===== src/design/ssui_ram.sv =====
`timescale 1ns / 1ps
// ----------------------------------------------------------------------------
// ssui_ram
// Simple dual-port synchronous RAM, one write and one registered read port.
// ----------------------------------------------------------------------------
module ssui_ram #(
  parameter int DEPTH = 32,
  parameter int WIDTH = 32,
  parameter int AW    = $clog2(DEPTH)
) (
  input  logic             clk_i,
  input  logic             we_i,
  input  logic [AW-1:0]    waddr_i,
  input  logic [WIDTH-1:0] wdata_i,
  input  logic             re_i,
  input  logic [AW-1:0]    raddr_i,
  output logic [WIDTH-1:0] rdata_o
);

  logic [WIDTH-1:0] mem_q [DEPTH];
  logic [WIDTH-1:0] rdata_q;

  always_ff @(posedge clk_i) begin
    if (we_i) begin
      mem_q[waddr_i] <= wdata_i;
    end
  end

  always_ff @(posedge clk_i) begin
    if (re_i) begin
      rdata_q <= mem_q[raddr_i];
    end
  end

  assign rdata_o = rdata_q;

endmodule

===== config.mk =====
export PLATFORM = sky130hd
export DESIGN_NAME = ssui_ram
export DESIGN_NICKNAME = d
export VERILOG_FILES = /design/src/design/ssui_ram.sv
export SDC_FILE = /design/constraint.sdc
export NUM_CORES = 1
export LEC_CHECK = 0
export BUFFER_PORTS_ARGS = -buffer_cell sky130_fd_sc_hd__buf_2
export CORE_MARGIN = 1
export CORE_UTILIZATION = 45
export CTS_CLUSTER_SIZE = 25
export DETAILED_ROUTE_END_ITERATION = 12
export GPL_ROUTABILITY_DRIVEN = 0
export MAX_ROUTING_LAYER = met4
export PLACE_DENSITY = 0.74
export SETUP_SLACK_MARGIN = 0.2
export SLEW_MARGIN = 20
export SYNTH_ARGS = -nofsm -noshare
export SYNTH_HDL_FRONTEND = slang
export SYNTH_SLANG_ARGS = --single-unit

===== constraint.sdc =====
create_clock -name clk_i -period 2.5 [get_ports clk_i]
set_input_delay 0.125 -clock clk_i [delete_from_list [all_inputs] [get_ports clk_i]]
set_output_delay 0.125 -clock clk_i [all_outputs]
set_load 0.005 [all_outputs]

==> flow_summary.yaml <==
clock_tree:
  clock_path_buffers: 3
  cts_made_buffers: 99
  cts_setup_buffers: 0
  htreeDepth: 3
  insertion_delay_ns: 0.67
  root_buffer: "clkbuf_16"
  clkTransAtPathRegs_ns: 0.06
  cts_tree: "done"
  clkSinkCount: 1056
sta:
  period_share_pct: 63.3
  report.final.slew_viol_count: 0
  fmax_ghz: 0.632
  postLayoutSetupSlackWorst_ns: 0.917
  skew_ns: 0.0257
  tightest_slew_ns: 0.842
  hold_viol: 0
  maxSlewHeadroom_pct: 43.9
  setup_viol: 0
  final.min_clock_period_ns: 1.58
  rsz0062_at_grt: "no"
global_route:
  grtUsageTotal_pct: 22.4
  grt_max_degree: 62
  grt_pass1_vias: 21800
  antenna_found_initial: 7
  overflow: 0
  grt_pass1_wl_um: 144000
placement:
  io_buffers: 76
  dpl.hpwl_um: 55100
  post_dp_cell_area_mm2: 0.0437
  preCtsSetupSlack_ns: 0.426
logic_synthesis:
  syn_inst: 2260
  synth_top_family_by_area: "multiplexers"
  synth_nets: 2305
  synthAdderAreaFrac_pct: 0
  yosysWarnings: 0
  synthXorXnorAreaFrac_pct: 0
  mappedNetlistArea_mm2: 0.0408
  synth_seq_cells: 1056
  ys_types: 24
  yosys.area_share.simple_pct: 3.08
  synth_mux_area_share_pct: 12.6
  synth_compound_area_share_pct: 4.81
  synth_area_per_cell_um2: 18.1
  ys_seq_area_share_pct: 77.7
route:
  drt_iter0_drc: 2521
  antenna_left: 0
  drt_pass1_iterations: 5
  vias_per_cell: 5.88
  wl_per_cell_um: 26.7
  drc: 0
  drt-total-wl_um: 99300
  num_vias: 21900
hold_path:
  hold_class: "in -> reg"
layout:
  final_area_mm2: 0.0472
  drive_gt1_share_pct: 14.7
  utilization_pct: 52.5
  nets: 2508
  area_delta_synth_final_pct: 15.5
worst_setup_path:
  crit_required_ns: 2.81
  start_kind: "register"
  crit_slowest_cell: "edfxtp_1"
  crit_arrival_ns: 1.90
  path_buf_inv: 0
  slowest_delay_ns: 0.36
  path_max_fanout: 1
  criticalPathCategory: "reg -> reg"
  critPathCaptureType: "register"
  worstPathCellList: "mux2i_1 -> a22o_1 -> nor3_1 -> a31oi_1 -> nand3_1"
  regToRegSetupSlack_ns: 0.92
  cp_top_family: "compound AO/OA/AOI/OAI gates"
floorplanning:
  dieArea_mm2: 0.0919
  core_area_mm2: 0.0899
  die_w_um: 303
  rows: 110
  pin_count: 77
  start_util_pct: 45.4
  dieHeight_um: 303
run_status:
  status: "finished, final reports clean"
run:
  maxCapViolCount: 0
pwr:
  leakagePower_nw: 16.4
  p_total_mw: 36.3
  p_per_area_mw_per_mm2: 769
  peakVddDrop_mv: 0.570
[what timing repair did]
| action | CTS | global route |
|---|---|---|
| resized for setup | 0 | 0 |
| endpoints found under the hold margin | 999 | 0 |
| hold buffers | 33 | 0 |
[path summary, 6_finish.rpt]
kind / startpoint / endpoint / cells after the start
min: raddr_i[2] / rdata_o[8] / 6
min reg2reg: mem_q[11][25] / rdata_o[25] / 4
max: mem_q[7][15] / rdata_o[15] / 5
max reg2reg: mem_q[7][15] / rdata_o[15] / 5
[layout by cell type, fill, tap and decap left out, types with 2 or more instances in the layout]
master         instances
edfxtp_1            1056
buf_12                49
clkbuf_16            100
nor3_1                32
nand2_1               97
nand3b_1               5
nand3_1               98
clkinv_1              29
or3b_2                 3
a22o_1                64
clkinvlp_4             2
a31oi_1               32
mux2i_1              512
bufinv_16              9
buf_4                 71
diode_2                7
dlygate4sd3_1         33
clkinv_2              19
inv_6                  2
buf_2                 75
clkbuf_1              13
clkinv_8               3
a21oi_1               96
nand2b_2               2
a22oi_1               96
nor2_4                33
[routing by layer]
| layer | GRT usage (%) | vias to the layer above | wire length [um] |
|---|---|---|---|
| li1 | - | 9436 | - |
| met1 | 28.2 | 11200 | 38200 |
| met2 | 35.9 | 1052 | 48900 |
| met3 | 3.93 | 231 | 8180 |
| met4 | 9.26 | 0 | 4080 |
| met5 | - | - | 0 |
[metrics by stage]
stage               std cells  hold WS, ns  TNS, ns
floorplan                2260        0.224   -14.19
global placement         3505        0.527        0
detailed placement       3505        0.521        0
CTS                      3715        0.154        0
global route             3721        0.210        0
finish                   3722        0.192        0
[synthesized netlist by cell type, drive strengths merged]
master  count  area (um^2)
nor2b       1         6.26
clkbuf     48          188
nor3       32          160
or3b        3         26.3
and2b       1         7.51
or3         1         6.26
or2         1         6.26
a21oi      96          480
a31oi      32          200
buf        79          566
a22oi      96          721
nand2      98          368
nand3      98          490
mux2i     512         5120
nand3b      5         37.5
a22o       64          561
nand2b      2         12.5
and2        1         6.26
edfxtp   1056        31700
nor2       34          128
[worst min-delay path, stage by stage]
cell     delay [ns]
buf_2          0.14
nor2_4         0.11
buf_12         0.18
nand2_1        0.06
a31oi_1        0.06
nand3_1        0.07
[cell families (layout without fill, tap and decap cells)]
kind of cell	Yosys count	count (layout)
AOI/OAI and AO/OA	288	288
buffers and inverters	127	406
DFF	1056	1056
muxes	512	512
other	0	7
and+or+nand+nor	277	277
[state kept, by name, indices dropped and copies added (netlist names)]
| register | cells |
|---|---|
| mem_q | 1024 |
| rdata_o | 32 |
[layout make-up]
type,instances,area [um^2]
fill,6896,42700
sequential,1056,31700
multi-input combinational,1077,8610
clock buffer,113,2550
timing repair buffer,229,2230
tap,1176,1470
clock inverter,64,556
antenna,7,17.5
[report_power, final]
part / internal (mW) / leakage [nW] / switching [mW]
Combinational: 0.699 / 5.31 / 1.22
Sequential: 19.8 / 9.54 / 0.101
Clock: 8.21 / 1.52 / 6.26
Note: power is estimated with default switching activity, not from simulation.
